### src/hdl/assert_macros.svh
// Assertion macros shared by the median filter RTL.
`ifndef ASSERT_MACROS_SVH
`define ASSERT_MACROS_SVH

// cond must hold at every clock edge out of reset
`define ASSERT_ALWAYS(lbl, clk, rst_n, cond, msg) \
  lbl: assert property (@(posedge clk) disable iff (!rst_n) (cond)) else $error(msg);

// ante implies cons in the same cycle
`define ASSERT_IMPLIES(lbl, clk, rst_n, ante, cons, msg) \
  lbl: assert property (@(posedge clk) disable iff (!rst_n) (ante) |-> (cons)) \
    else $error(msg);

// ante implies cons in the next cycle
`define ASSERT_NEXT(lbl, clk, rst_n, ante, cons, msg) \
  lbl: assert property (@(posedge clk) disable iff (!rst_n) (ante) |=> (cons)) \
    else $error(msg);

`endif

### src/hdl/mf3_pkg.sv
// Shared types and constants of the 3x3 median filter.
package mf3_pkg;

  localparam int CFG_INDEX_BITS = 2;
  localparam int CFG_DATA_BITS  = 13;
  localparam int ROW_BITS       = 13;
  localparam int MAX_HEIGHT     = 4096;
  localparam int QUEUE_DEPTH    = 4;

  localparam logic [CFG_INDEX_BITS-1:0] REG_IMAGE_WIDTH  = 2'd0;
  localparam logic [CFG_INDEX_BITS-1:0] REG_IMAGE_HEIGHT = 2'd1;

  // per-request classification made by the front end
  typedef struct packed {
    logic func;      // flush tick
    logic row_zero;  // first input row: replicate into the line stores
    logic has_a;     // interior result for column c-1
    logic a_edge;    // left edge replication for result a
    logic has_b;     // row-end result for the last column
    logic b_single;  // one-pixel rows
    logic last_row;  // row-end result closes the frame
  } mf3_flags_t;

  localparam int FLAGS_BITS = $bits(mf3_flags_t);

endpackage

### src/hdl/mf3_front.sv
// Front end: configuration registers, frame position and request classification.
`include "assert_macros.svh"

module mf3_front #(
  parameter int MAX_WIDTH = 4096
) (
  input  logic                                 clk_i,
  input  logic                                 rst_ni,
  input  logic                                 cfg_valid_i,
  input  logic [mf3_pkg::CFG_INDEX_BITS-1:0]   cfg_index_i,
  input  logic [mf3_pkg::CFG_DATA_BITS-1:0]    cfg_data_i,
  input  logic                                 in_valid_i,
  input  logic                                 func_i,
  input  logic                                 q_ready_i,
  output logic                                 in_ready_o,
  output logic                                 push_o,
  output mf3_pkg::mf3_flags_t                  flags_o,
  output logic [$clog2(MAX_WIDTH)-1:0]         col_o
);

  import mf3_pkg::*;

  localparam int WW = $clog2(MAX_WIDTH + 1);
  localparam int CW = $clog2(MAX_WIDTH);

  logic [WW-1:0]       width_q, width_d, width_new;
  logic [ROW_BITS-1:0] height_q, height_d, height_new;
  logic [ROW_BITS-1:0] row_q, row_d;
  logic [CW-1:0]       col_q, col_d;
  logic                last_col;
  logic                accept;

  assign in_ready_o = q_ready_i;
  assign accept     = in_valid_i && q_ready_i;
  assign push_o     = accept;
  assign col_o      = col_q;

  assign last_col = (WW'(col_q) + WW'(1)) >= width_q;

  always_comb begin
    flags_o.func     = func_i;
    flags_o.row_zero = (row_q == '0);
    flags_o.has_a    = (row_q != '0) && (col_q != '0);
    flags_o.a_edge   = (col_q == CW'(1));
    flags_o.has_b    = (row_q != '0) && last_col;
    flags_o.b_single = (width_q == WW'(1));
    flags_o.last_row = (row_q == height_q);
  end

  // register values are clamped into the supported range
  always_comb begin
    if (cfg_data_i == '0) begin
      width_new = WW'(1);
    end else if (32'(cfg_data_i) > 32'(MAX_WIDTH)) begin
      width_new = WW'(MAX_WIDTH);
    end else begin
      width_new = WW'(cfg_data_i);
    end
    if (cfg_data_i == '0) begin
      height_new = ROW_BITS'(1);
    end else if (32'(cfg_data_i) > 32'(MAX_HEIGHT)) begin
      height_new = ROW_BITS'(MAX_HEIGHT);
    end else begin
      height_new = ROW_BITS'(cfg_data_i);
    end
  end

  always_comb begin
    width_d  = width_q;
    height_d = height_q;
    col_d    = col_q;
    row_d    = row_q;
    if (cfg_valid_i && (cfg_index_i == REG_IMAGE_WIDTH ||
                        cfg_index_i == REG_IMAGE_HEIGHT)) begin
      if (cfg_index_i == REG_IMAGE_WIDTH) begin
        width_d = width_new;
      end else begin
        height_d = height_new;
      end
      col_d = '0;
      row_d = '0;
    end else if (accept) begin
      if (last_col) begin
        col_d = '0;
        row_d = (row_q >= height_q) ? '0 : row_q + ROW_BITS'(1);
      end else begin
        col_d = col_q + CW'(1);
      end
    end
  end

  always_ff @(posedge clk_i or negedge rst_ni) begin
    if (!rst_ni) begin
      width_q  <= WW'(1);
      height_q <= ROW_BITS'(1);
      col_q    <= '0;
      row_q    <= '0;
    end else begin
      width_q  <= width_d;
      height_q <= height_d;
      col_q    <= col_d;
      row_q    <= row_d;
    end
  end

  `ASSERT_ALWAYS(a_col_in_row, clk_i, rst_ni, WW'(col_q) < width_q, "column beyond row width")
  `ASSERT_ALWAYS(a_row_in_frame, clk_i, rst_ni, row_q <= height_q, "row beyond flush row")

endmodule

### config.mk
export PLATFORM = sky130hd
export DESIGN_NAME = mf3_front
export DESIGN_NICKNAME = d
export VERILOG_FILES = /design/src/hdl/mf3_pkg.sv /design/src/hdl/mf3_front.sv
export VERILOG_INCLUDE_DIRS = /design/src /design/src/hdl
export SDC_FILE = /design/constraint.sdc
export NUM_CORES = 1
export LEC_CHECK = 0
export BUFFER_PORTS_ARGS = -buffer_cell sky130_fd_sc_hd__buf_4
export CORE_ASPECT_RATIO = 0.75
export CORE_MARGIN = 2
export CORE_UTILIZATION = 35
export CTS_BUF_LIST = sky130_fd_sc_hd__clkbuf_4
export DETAILED_ROUTE_END_ITERATION = 8
export RECOVER_POWER = 50
export SYNTH_ARGS = -nofsm -noshare
export SYNTH_HDL_FRONTEND = slang
export SYNTH_SLANG_ARGS = --single-unit
export TNS_END_PERCENT = 100
### constraint.sdc
create_clock -name clk_i -period 4 [get_ports clk_i]
set_input_delay 0.2 -clock clk_i [delete_from_list [all_inputs] [get_ports clk_i]]
set_output_delay 0.2 -clock clk_i [all_outputs]
set_load 0.02 [all_outputs]
# Word level (Yosys, flattened, before mapping)

Cells that the tools add are included.

Flip-flop bits (word level): 51
Bits of input ports: 21
Output and inout bits: 21
Word-level logic and storage cells: 39

Add/subtract/negate cells: 3
Magnitude comparators: 3
Equality and inequality tests: 4
Mux-type cells: 9
Bitwise logic cells: 1
Reduce and logical (&&, ||, !) cells: 15

Operators by type and width:

| cell                                                              | number |
|---|---|
| 13-bit 2-to-1 mux                                                 | 6 |
| 12-bit 2-to-1 mux                                                 | 3 |
| 13-bit greater-or-equal comparator                                | 2 |
| 13-bit logical NOT                                                | 2 |
| 12-bit by 1-bit adder with 13-bit output (second input constant)  | 1 |
| 13-bit by 1-bit adder with 13-bit output (second input constant)  | 1 |
| 13-bit by 1-bit == test with 1-bit output (second input constant) | 1 |
| 13-bit == test                                                    | 1 |
| 13-bit greater-than comparator (second input constant)            | 1 |
| 13-bit nonzero test                                               | 1 |
| 12-bit by 1-bit adder with 12-bit output (second input constant)  | 1 |
| 12-bit by 1-bit == test with 1-bit output (second input constant) | 1 |
| 12-bit nonzero test                                               | 1 |
| 2-bit AND reduction                                               | 3 |
| 1-bit logical AND                                                 | 4 |
| 2-bit nonzero test                                                | 2 |
| 2-bit by 1-bit == test with 1-bit output (second input constant)  | 1 |
| 2-bit logical NOT                                                 | 1 |
| 1-bit logical OR                                                  | 1 |
| 1-bit NOT                                                         | 1 |

# Depth between registers and ports, before layout

Word-level depth: 5
Mapped depth: 14
Gate-level depth less buffers: 12

# Worst setup path before layout

No wires, ideal clock.

Kind: reg-to-output
Start point: register col_q[4], in the netlist col_o[4]
End point: output flags_o[2] in the netlist's numbering
Arrival time: 2.784 ns
Data required time: 3.800 ns
Path slack: 1.016 ns
Stages on the path, launching flop included: 14
Path buffers: 2
Cell sequence: dfrtp_1 buf_4 and3_1 and3_1 nand3_2 nor4_4 xnor2_1 ha_1 nand4_2 nor4_2 a211oi_2 o21a_1 buf_2 nor2_1

RTL lines:

| what                   | line             | text |
|---|---|---|
| start, declared        | mf3_front.sv:29  | `logic [CW-1:0] col_q, col_d;` |
| start signal, assigned | mf3_front.sv:101 | `col_q <= col_d;` |
| end, declared          | mf3_front.sv:17  | `output mf3_pkg::mf3_flags_t flags_o,` |

==> results.md <==
- Final slew viol count: 52
- Post-synth EDFFs: 0
- Worst r2r path cells: 12
- Met2 Usage GRT: 23.65%
- Gate power share: 34.0%
- Total power: 1.386 mW
- Area post-placement: 3734 um2
- Seq pwr share: 47.2%
- DR pass1 iterations: 5
- Core area: 9196 um2
- I/O Pins: 42
- Antenna-violating nets left: 0
- Commonest non-fill, non-tap cell in the layout: dfrtp_1
- DRT Wirelength: 8.186 mm
- Synth Area per Inst: 9.059 um2
- Area taken by multi-input logic gates: 1837 um2
- Top Usage Layer GRT: met1
- CTS Root Cell: clkbuf_4
- Netlist Area Pre-Place: 3352 um2
- CP dominant cell by count: and3_1
- First-pass GRT wire length: 13.70 mm
- Mapped Cells: 370
- Cells on Worst Hold Path: 3
- Crit-path slowest cell: dfrtp_1
- Largest net degree at the start of global routing: 52
- Tightest Pin Transition: 2801 ps
- DP HPWL: 6.365 mm
- Critical path launch point type: register
- Post-route cell area: 3767 um2
- Chip width: 117 um
- Failing checks: capacitance limit, slew limit
- Total CTS buffers: 5
- Resized cells post-CTS: 0
- Global-route met3 utilization: 3.767%
- Share of layout cells above drive strength 1: 16.09%
- Die H: 88.75 um
- Vias in the first global route: 2623
- Total vias in the final route: 2766
- Later-pin clock latency in the skew report: 400 ps
- Netlist cell types: 52
- Most frequent cells in the layout: 49 x dfrtp_1, 42 x inv_1, 41 x nand2_1
- Via-per-instance ratio: 5.199
- Register area: 1279 um2
- CP Data Required Time: 3800 ps
- Post-Route Skew: 25.07 ps
- GP Congestion: 0.8496
- Antenna cells: 0
- Row cnt: 30
- Ys async rst share: 100.0%
- CP bufs+invs: 1
- Fillers: 946
- Leak pwr: 1.667 nW
- Synth Warn #: 0
- Peak supply drop: 0.1365 mV
- Wire per inst: 15.39 um
- Syn_nets: 423
- Unrepaired setup endpoints after global routing: no
- Hold WC Path Type: in2reg
- TritonCTS sink count: 51
- Slew margin rel.: -86.74%
- Worst-path clk slew: 170 ps
- CP top delay family: simple AND/OR/NAND/NOR gates
- Total grt overflow: 0
- Residual DRC: 0
- Part of the cycle the worst path needs: 91.06%
- Clock network power share: 18.8%
- Critical path class: reg2out
- Hold Vio Cnt, Final: 0
- Die Footprint: 10380 um2
- Synth Flop Type: dfrtp_1
- Final setup viols: 0
- Worst setup EP type: primary output
- Seq/Total Area, Yosys: 38.15%
- Fin Setup TNS: 0 ps
- Max Buffers Root-to-Sink: 2
- Met1 Track Usage GR: 27.44%
- Worst path max stage delay: 510 ps
- Layout area overhead: 12.39%
- CP Max Fanout: 11
- Gr usage total: 17.28%
- Internal Power: 843.4 uW
- CTS tree: yes
- Sw Pwr: 542.3 uW
- Instance count on the critical path: 12
- H-tree depth: 2
- FMAX: 274.6 MHz
- Number of port buffers: 39
- 1st-iter DRT viols: 197
- Sw frac: 39.13%
- Outcome: finished with violations
- Critical Path AT: 3440 ps
- Initial core utilization: 36.45%
- Initial antenna violation count: 0
- Post-synthesis register bit count: 51
- Nets: 456
- Power Dens Cells: 367.8 nW/um2
- Worst-path cell chain: and3_1, and3_1, nand3_2, nor4_4, xnor2_1, ha_1, nand4_2, nor4_2, a211oi_2, o21a_1, nor2_1, buf_4
- # Max-Cap Violations: 1
- Final period demand of the worst path: 3642 ps
-- sequential cells by signal, indices dropped and copies added (netlist names) --
name      count
width_q      13
col_o        12
row_q        13
height_q     13
-- worst reg2reg max path, cell delays in order (launching register included) --
cell and delay, ps:
dfrtp_1 510, and3_1 250, and3_1 220, nand3_2 120, nor4_4 180, xnor2_1 130, ha_1 320, nand4_2 180
nor4_2 360, a211oi_2 120, o21a_1 270, a31o_2 300, a21o_1 170
-- logic make-up after synthesis --
| group | share of synthesized area [%] |
|---|---|
| mux | 1.344 |
| fa+ha+maj | 11.94 |
| compound gates | 17.47 |
| flops | 38.15 |
| simple gates | 21.43 |
| xor+xnor | 2.613 |
| buf+inv | 7.055 |
-- cell type report --
type                            instances  share of cell area [%]
Clock buffer                            6                   1.196
Tap cell                              128                   4.251
Sequential cell                        51                   33.94
Inverter                               42                   4.185
Timing Repair Buffer                   41                   7.240
Clock inverter                          2                  0.4318
Multi-Input combinational cell        262                   48.75
-- metal layers --
metal | vias up | routed length (um)
met5 | - | 0
met2 | 81 | 3146
met3 | 10 | 506
met4 | 0 | 86
li1 | 1389 | -
met1 | 1286 | 4446
-- cell usage after synthesis, types with 2 or more instances --
cell type	number	area, um2
o22ai_1	8	50.05
xor2_1	2	17.52
inv_1	42	157.7
and3_1	4	25.02
nand4_1	8	50.05
nor3_1	7	35.03
o21ai_0	27	135.1
dfrtp_1	49	1226
o211ai_1	3	22.52
nand4_2	2	25.02
clkbuf_1	8	30.03
or3_1	2	12.51
nand3_1	15	75.07
a21oi_1	11	55.05
nand2_1	41	153.9
nand2b_1	17	106.4
mux2_2	4	45.04
ha_1	32	400.4
buf_4	3	22.52
a21o_1	3	22.52
o221ai_1	2	17.52
a32o_1	9	90.09
nor2b_1	2	12.51
a211oi_1	3	22.52
xnor2_1	8	70.07
nor2_1	11	41.29
a21oi_2	7	61.31
nor4_1	8	50.05
dfstp_2	2	52.55
buf_2	3	15.01
o21ai_1	5	25.02
nor4_2	2	25.02
-- power groups by stage --
stage / clock [mW] / sequential (mW) / combinational [mW]
floorplan: 0 / 0.636 / 0.337
global placement: 0 / 0.660 / 0.461
detailed placement: 0 / 0.662 / 0.470
CTS: 0.271 / 0.652 / 0.474
global route: 0.294 / 0.666 / 0.535
finish: 0.261 / 0.653 / 0.471
-- path summary, 6_finish.rpt --
check / start / to / slack (ps)
max in group asynchronous: rst_ni / height_q[10] / 1200
min in group asynchronous: rst_ni / row_q[4] / 1230
max reg2reg: col_o[4] / col_o[4] / 790
max: col_o[4] / flags_o[2] / 360
min reg2reg: width_q[10] / width_q[10] / 500
min: cfg_data_i[1] / height_q[1] / 80
-- repair_timing --
item	CTS	global route
hold buffers	1	0
hold endpoints to repair	49	0
setup buffers	0	0
-- through the flow --
step	instances	utilization [%]	setup slack, ps	hold WS, ps
3_3_place_gp	523	40.60	921.7	280.1
6_report	532	40.97	357.7	82.98
2_1_floorplan	370	-	1016	-95.59
5_1_grt	532	40.97	58.17	85.03
3_5_place_dp	523	40.60	848.6	284.2
4_1_cts	532	41.37	391.7	76.79
Note: power is estimated with default switching activity, not from simulation.
