`src/hdl/assert_macros.svh`:
```
// Assertion macros shared by the median filter RTL.
`ifndef ASSERT_MACROS_SVH
`define ASSERT_MACROS_SVH

// cond must hold at every clock edge out of reset
`define ASSERT_ALWAYS(lbl, clk, rst_n, cond, msg) \
  lbl: assert property (@(posedge clk) disable iff (!rst_n) (cond)) else $error(msg);

// ante implies cons in the same cycle
`define ASSERT_IMPLIES(lbl, clk, rst_n, ante, cons, msg) \
  lbl: assert property (@(posedge clk) disable iff (!rst_n) (ante) |-> (cons)) \
    else $error(msg);

// ante implies cons in the next cycle
`define ASSERT_NEXT(lbl, clk, rst_n, ante, cons, msg) \
  lbl: assert property (@(posedge clk) disable iff (!rst_n) (ante) |=> (cons)) \
    else $error(msg);

`endif

```
`src/hdl/mf3_queue.sv`:
```
// Short request queue between front end and back end.
`include "assert_macros.svh"

module mf3_queue #(
  parameter int WIDTH = 8,
  parameter int DEPTH = 4
) (
  input  logic             clk_i,
  input  logic             rst_ni,
  input  logic             push_i,
  input  logic [WIDTH-1:0] data_i,
  output logic             ready_o,
  output logic             valid_o,
  input  logic             pop_i,
  output logic [WIDTH-1:0] data_o
);

  localparam int PW = (DEPTH > 1) ? $clog2(DEPTH) : 1;
  localparam int NW = $clog2(DEPTH + 1);

  logic [WIDTH-1:0] mem_q [DEPTH];
  logic [PW-1:0]    wr_ptr_q, rd_ptr_q;
  logic [NW-1:0]    count_q;

  assign ready_o = (count_q != NW'(DEPTH));
  assign valid_o = (count_q != '0);
  assign data_o  = mem_q[rd_ptr_q];

  always_ff @(posedge clk_i) begin
    if (push_i) begin
      mem_q[wr_ptr_q] <= data_i;
    end
  end

  always_ff @(posedge clk_i or negedge rst_ni) begin
    if (!rst_ni) begin
      wr_ptr_q <= '0;
      rd_ptr_q <= '0;
      count_q  <= '0;
    end else begin
      if (push_i) begin
        wr_ptr_q <= (wr_ptr_q == PW'(DEPTH - 1)) ? '0 : wr_ptr_q + PW'(1);
      end
      if (pop_i) begin
        rd_ptr_q <= (rd_ptr_q == PW'(DEPTH - 1)) ? '0 : rd_ptr_q + PW'(1);
      end
      if (push_i && !pop_i) begin
        count_q <= count_q + NW'(1);
      end else if (pop_i && !push_i) begin
        count_q <= count_q - NW'(1);
      end
    end
  end

  `ASSERT_IMPLIES(a_no_overflow, clk_i, rst_ni, push_i, count_q != NW'(DEPTH), "queue overflow")
  `ASSERT_IMPLIES(a_no_underflow, clk_i, rst_ni, pop_i, count_q != '0, "queue underflow")

endmodule

```
`config.mk`:
```
export PLATFORM = sky130hd
export DESIGN_NAME = mf3_queue
export DESIGN_NICKNAME = d
export VERILOG_FILES = /design/src/hdl/mf3_queue.sv
export VERILOG_INCLUDE_DIRS = /design/src /design/src/hdl
export SDC_FILE = /design/constraint.sdc
export NUM_CORES = 1
export LEC_CHECK = 0
export BUFFER_PORTS_ARGS = -buffer_cell sky130_fd_sc_hd__buf_2
export CORE_MARGIN = 4
export CORE_UTILIZATION = 30
export CTS_CLUSTER_SIZE = 28
export DETAILED_ROUTE_END_ITERATION = 10
export GPL_TIMING_DRIVEN = 0
export SLEW_MARGIN = 10
export SYNTH_ARGS = -nofsm -noshare
export SYNTH_HDL_FRONTEND = slang
export SYNTH_SLANG_ARGS = --single-unit
```
`constraint.sdc`:
```
create_clock -name clk_i -period 1.8 [get_ports clk_i]
set_clock_uncertainty 0.1 [all_clocks]
set_input_delay 0.18 -clock clk_i [delete_from_list [all_inputs] [get_ports clk_i]]
set_output_delay 0.18 -clock clk_i [all_outputs]
set_load 0.1 [all_outputs]
```
== Word level (Yosys, flattened, before mapping) ==
Memories as Yosys holds them, arrays and structs flattened.
Index checks and enable logic that the tools add are counted.
Storage, ports and cells
  flip-flop bits (word level): 7
  memory bits (writable): 32
  output and inout port bits: 10
  memories kept: 1
Memory list
  mem_q: words 4, bits a word 8, read ports 1, clocked after memory_dff 0, write ports 1, RTL line mf3_queue.sv:21  | logic [WIDTH-1:0] mem_q [DEPTH];
Cells by class
  $add $sub $neg: 4
  equal/unequal tests: 3
  multiplexer cells: 6
  reductions and logical operators: 6
Operator list (number)
  $mux 3: 2
  $add 2x1->2 const B: 2
  $eq 2x2->1 const B: 2
  $mux 2: 2
  $add 3x1->3 const B: 1
  $ne 3x3->1 const B: 1
  $reduce_bool 3->1: 1
  $sub 3x1->3 const B: 1
  $logic_and 1x1->1: 2
  $logic_not 1->1: 2
  $mux 1: 2
  $reduce_bool 2->1: 1

== Depth between registers and ports, before layout ==
Gate-level depths: netlist of run 1.
  word-level depth: 4
  gate-level depth with buffers: 7
  depth with buffers taken out: 7

== Worst setup path after synthesis of run 1 ==
Ideal clock, no wire load.
  path type: reg-to-output
  from: register rd_ptr_q[0]
  to: output data_o[0]
  data arrival time: 1.282 ns
  data required time: 1.520 ns
  path slack: 0.238 ns
  cell stages (with the launch flop): 3
  buffers on the path: 1
  path through: dfrtp_1 > buf_6 > mux4_2
Between the ends
  longest elaborated chain between the ends: 1
RTL lines
  start: declaration: RTL line mf3_queue.sv:22  | logic [PW-1:0] wr_ptr_q, rd_ptr_q;
  start signal: assignment: RTL line mf3_queue.sv:45  | rd_ptr_q <= (rd_ptr_q == PW'(DEPTH - 1)) ? '0 : rd_ptr_q + PW'(1);
  $mem_v2 4x8
  end: declaration: RTL line mf3_queue.sv:15  | output logic [WIDTH-1:0] data_o
No other way between the ends.

== Worst setup path after layout of run 1 ==
  from: register rd_ptr_q[0]
  to: output data_o[7]
Same word-level chain as after synthesis.

==> metrics.txt, run 1 <==
run status=finished, violations left; failing checks=negative setup slack; Arrival @ worst endpoint=1.57 ns; Die Span X=80.4 um; global route hottest layer=met2; GR Overflow Total=0; R2R Path Start=wr_ptr_q[0]; gr usage total=8.92%; fmax=541 MHz; WHS=0.00859 ns; Core Footprint=5110 um^2; worst hold endpoint=mem_q[2][5]; CP Launch Point=rd_ptr_q[0]; first-pass GRT wire length=4.10 mm; Worst Hold Class=in -> reg; Post-DP Area=1760 um^2; dpl hpwl=1.78 mm; die footprint=6460 um^2; final setup violation count=8; DR iter-0 viols=27; Critical Path Sink Type=output port; gpl congestion=0.728; Wirelength per Cell=14.2 um; most common cell after layout, fill and taps aside=edfxtp_1; syn_nets=99; Tcrit/Tclk final=103%; reg2reg end=mem_q[0][3]; minimum clock period=1.85 ns; Yosys reg bits=39; total CTS buffers=5; design area=1960 um^2; CP max stage cell=mux4_2; Netlist cell types=17; CTS tree=built; met1 usage=9.50%; Slew headroom=67.6%; Clock Path Buffers=2; die height=80.4 um; routed vias=780; Antenna Cells=0; WP data required=1.52 ns; vias per cell=4.26; Final Hold Viols=0; CTS Root Cell=clkbuf_8; Slew @ Worst Pin=0.489 ns; # DRC=0; GRT met3 Usage=3.59%; I/O pins=22; MaxCap Viol Count=0; setup slack after layout=-0.0493 ns; yosys warns=0; H-tree levels=2; clock-pin slew on the worst setup and hold paths=0.07 ns; Setup crit start kind=flop; post-synthesis cell count=80; kind of critical path=reg -> out; CP Max Fanout=5; Area growth syn-to-layout=24.8%; vias in the first global route=816; most frequent cells in the layout=edfxtp_1, buf_2, mux4_2; clock sink total=39; Worst Hold Depth=1; Critical Path, Cell by Cell=buf_12, mux4_2, buf_6; fillcell total=473; Pins Over Slew Limit=0; routed wire length=2.60 mm; post-synthesis sequential area ratio=72.3%; crit-path max cell delay=0.53 ns; min-delay src=data_i[5]; initial core utilization=30.8%; antenna-violating nets left=0; share of cells above drive strength 1=37.2%; row cnt=26; Port Buffers=21; final net count=131; antenna violations before repair=0; drt first pass iters=3; largest net degree at the start of global routing=12; M2 GR Usage=15.4%; synthesized area per cell=19.6 um^2; path depth of the worst reg2reg path=3; RSZ-0062 raised after global routing=true; Synth Cell Area=1570 um^2; flop2flop setup slack=0.29 ns; latest clock arrival within the worst-skew pair=0.28 ns
==> kinds of logic (layout without fill, tap and decap cells) <==
kind of cell / after synthesis / after routing / synth area share [%]
mux: 11 / 11 / 13.6
xor+xnor: 3 / 3 / 1.67
buf+inv: 7 / 40 / 2.23
simple gates: 11 / 11 / 3.50
fa+ha+maj: 7 / 7 / 6.05
flops: 39 / 39 / 72.3
compound gates: 2 / 2 / 0.637
==> cells in the mapped netlist <==
master / n / area (um^2)
dfrtp_1: 7 / 175
buf_2: 1 / 5.00
and2_1: 4 / 25.0
mux2_2: 3 / 33.8
inv_1: 5 / 18.8
or3_1: 1 / 6.26
buf_6: 1 / 11.3
xnor2_1: 1 / 8.76
xor2_1: 2 / 17.5
fa_1: 1 / 20.0
nor2_1: 3 / 11.3
ha_1: 6 / 75.1
edfxtp_1: 32 / 961
nand3_1: 1 / 5.00
mux4_2: 8 / 180
nand2_1: 2 / 7.51
o21ai_0: 2 / 10.0
==> worst max-delay path, delay by kind of cell (launching register included) <==
family	cells	cell delay (ns)
buffers and inverters	2	0.34
flip-flops	1	0.42
multiplexers	1	0.53
==> registers in the layout, indices dropped and copies added, names as in the netlist <==
name / cells
count_q: 3
mem_q: 32
rd_ptr_q: 2
wr_ptr_q: 2
==> per-stage QoR <==
step / cells / setup WS (ns) / setup TNS, ns / utilization [%]
final: 183 / -0.0493 / -0.262 / 38.4
after global routing: 183 / -0.104 / -0.666 / 38.4
after CTS: 180 / -0.0773 / -0.493 / 37.4
after detailed placement: 171 / 0.143 / 0 / 34.5
after global placement: 171 / 0.161 / 0 / 34.5
after floorplan: 80 / 0.238 / 0 / -
==> worst max path at each step <==
| stage | end | slack (ns) | cells after the start |
|---|---|---|---|
| after floorplan | data_o[0] | 0.24 | 2 |
| after global placement | data_o[7] | 0.16 | 3 |
| after detailed placement | data_o[7] | 0.14 | 3 |
| after CTS | data_o[7] | -0.08 | 3 |
| after global routing | data_o[7] | -0.10 | 3 |
| final | data_o[7] | -0.05 | 3 |
==> metal layers <==
| layer | part of all wire [%] | vias up | wire length (um) |
|---|---|---|---|
| met5 | 0 | - | 0 |
| met2 | 53 | 17 | 1390 |
| met4 | 2.0 | 0 | 53 |
| met1 | 40 | 394 | 1040 |
| met3 | 4.3 | 5 | 111 |
| li1 | - | 364 | - |
==> timing repair <==
action,4_1_cts,5_1_grt
endpoints found under the setup margin,8,8
cloned,0,1
buffers inserted,0,1
hold buffers,1,1
endpoints found under the hold margin,7,3
gates resized for setup,17,3
==> area by class of cell <==
class,count,area (um^2),share of cell area [%]
Buffer,2,25.0,1.28
Clock buffer,6,72.6,3.70
Clock inverter,2,7.51,0.383
Inverter,5,18.8,0.957
Multi-Input combinational cell,34,400,20.4
Sequential cell,39,1140,58.0
Tap cell,70,87.6,4.47
Timing Repair Buffer,25,211,10.8
Power of run 1 is not shown: default switching activity piles up to over one toggle a cycle in this logic, so the estimate is an artifact.
==> run 2: changes to the inputs <==
- CORE_UTILIZATION: 30 -> 40
==> run 2 against run 1 <==
  * The flow still finishes with violations (negative setup slack)
  * Highest routed layer unchanged
  * Hold slack got worse by 0.0011 ns
  * Maximum frequency decreased by 0.26%
  * Final area increased by 1.4%
  * Core utilization increased by 15 points
  * First-iteration DRC count increased by 41%
  * Sequential cell count unchanged
  * Final cell count decreased by 11%
==> metrics.txt, run 2 (synthesis results as in run 1) <==
Clock Path Buffers=2 (unchanged); DR iter-0 viols=38 (+41%); fillcell total=311 (-34%); Setup WS pre-CTS=0.128 ns (-0.0149 ns); minimum clock period=1.85 ns (+0.00474 ns); CTS Root Cell=clkbuf_8; MaxCap Viol Count=0 (unchanged); routed vias=759 (-2.7%); die footprint=5000 um^2 (-23%); first-pass GRT wire length=3.85 mm (-6.1%); gr usage total=10.4% (+1.5 points); share of cells above drive strength 1=39.1% (+2.0 points); die height=70.7 um (-12%); latest clock arrival within the worst-skew pair=0.28 ns (about the same); Worst Hold Class=in -> reg; routed wire length=2.42 mm (-6.9%); dpl cells=149 (-13%); final net count=133 (+1.5%); Reg with most FFs=mem_q; Reg area=1140 um^2 (unchanged); failing checks=negative setup slack; RSZ-0062 raised after global routing=true; footprint of the multi-input gates=400 um^2 (unchanged); gpl congestion=0.656 (-9.9%); GR Overflow Total=0 (unchanged); WP data required=1.52 ns (about the same); initial core utilization=42.3% (+12 points); final setup violation count=8 (unchanged); Critical Path Sink Type=output port; Die Span X=70.7 um (-12%); Area growth syn-to-layout=26.5%; Final Hold Viols=0 (unchanged); Slew headroom=67.8% (+0.12 points); Core Footprint=3720 um^2 (-27%); antenna-violating nets left=0 (unchanged); dpl hpwl=1.66 mm (-6.5%); final non-filler cell total=163 (-11%); Slew @ Worst Pin=0.487 ns (-0.00185 ns); top flop regs=mem_q (32), count_q (3); # DRC=0 (unchanged); Setup crit start kind=flop; Largest register FFs=32 (unchanged); kind of critical path=reg -> out; antenna violations before repair=0 (unchanged); Tcrit/Tclk final=103% (+0.26 points); H-tree levels=2 (unchanged); run status=finished, violations left; Antenna Cells=0 (unchanged); Arrival @ worst endpoint=1.57 ns (about the same); clock-pin slew on the worst setup and hold paths=0.07 ns (about the same); most frequent cells in the layout=edfxtp_1, buf_2, mux4_2; Port Buffers=21 (unchanged); CTS tree=built; WHS=0.00749 ns (-0.00110 ns); setup slack after layout=-0.0540 ns (-0.00474 ns); Wirelength per Cell=14.8 um (+4.5%); largest net degree at the start of global routing=14 (+2); total CTS buffers=5 (unchanged); Pins Over Slew Limit=0 (unchanged); vias in the first global route=803 (-1.6%); row cnt=22 (-15%); I/O pins=22 (unchanged); most common cell after layout, fill and taps aside=edfxtp_1; clock sink total=39 (unchanged); drt first pass iters=4 (+1); fmax=539 MHz (-0.26%); CP Max Fanout=5 (unchanged); vias per cell=4.66 (+9.2%)
## run 2: cell types whose count changed in the layout (fill, tap and decap cells not counted)
cell | before | now
clkinv_1 | 2 | 0
buf_8 | 1 | 4
buf_6 | 7 | 5
clkinv_2 | 0 | 1
buf_12 | 1 | 0
bufinv_16 | 0 | 1
clkbuf_1 | 1 | 0
clkinv_4 | 0 | 1
dlygate4sd3_1 | 2 | 4
## run 2: timing repair
action | CTS | global route
setup endpoints to repair | 8 | 8
endpoints found under the hold margin | 15 | 4
gates cloned | 0 | 1
hold buffers | 3 | 1
setup buffers | 0 | 1
resized for setup | 17 | 4
## run 2: stage by stage
step	utilization, %	setup TNS, ns	instance area [um^2]
3_5_place_dp	46.7	0	1740
5_1_grt	53.5	-0.672	1990
6_report	53.5	-0.347	1990
4_1_cts	52.0	-0.676	1930
2_1_floorplan	-	0	1570
3_3_place_gp	46.7	0	1740
## run 2: layer usage
| layer | vias up | global-route usage [%] | wire length [um] |
|---|---|---|---|
| met5 | - | 0 | 0 |
| met4 | 0 | 5.64 | 35 |
| met3 | 5 | 3.41 | 126 |
| met2 | 15 | 15.9 | 1200 |
| met1 | 370 | 13.2 | 1060 |
| li1 | 369 | - | - |
## run 2: final cells by class
class                   instances  share of cell area [%]
flip-flops and latches         39                    57.2
multi-input cells              34                    20.1
repair buffers                 27                    12.0
clock buffers                   5                    3.46
well taps                      48                    3.02
clock inverters                 3                    2.20
plain buffers                   2                    1.01
inverters                       5                   0.944
## run 2: critical path: stages, from the launching register on
cell and delay, ns:
dfrtp_2 0.42, buf_8 0.14, mux4_2 0.52, buf_6 0.20
## run 2: final timing paths
kind	start	end	slack (ns)	cells after the start
worst max-delay path	rd_ptr_q[0]	data_o[4]	-0.05	3
worst min-delay path	data_i[5]	mem_q[3][5]	0.007	1
worst max register to register	wr_ptr_q[0]	mem_q[0][6]	0.30	3
worst min register to register	count_q[2]	count_q[2]	0.41	1
max in group asynchronous	rst_ni	rd_ptr_q[0]	1.27	2
min in group asynchronous	rst_ni	rd_ptr_q[1]	0.15	2
Power of run 2 is left out for the same reason.
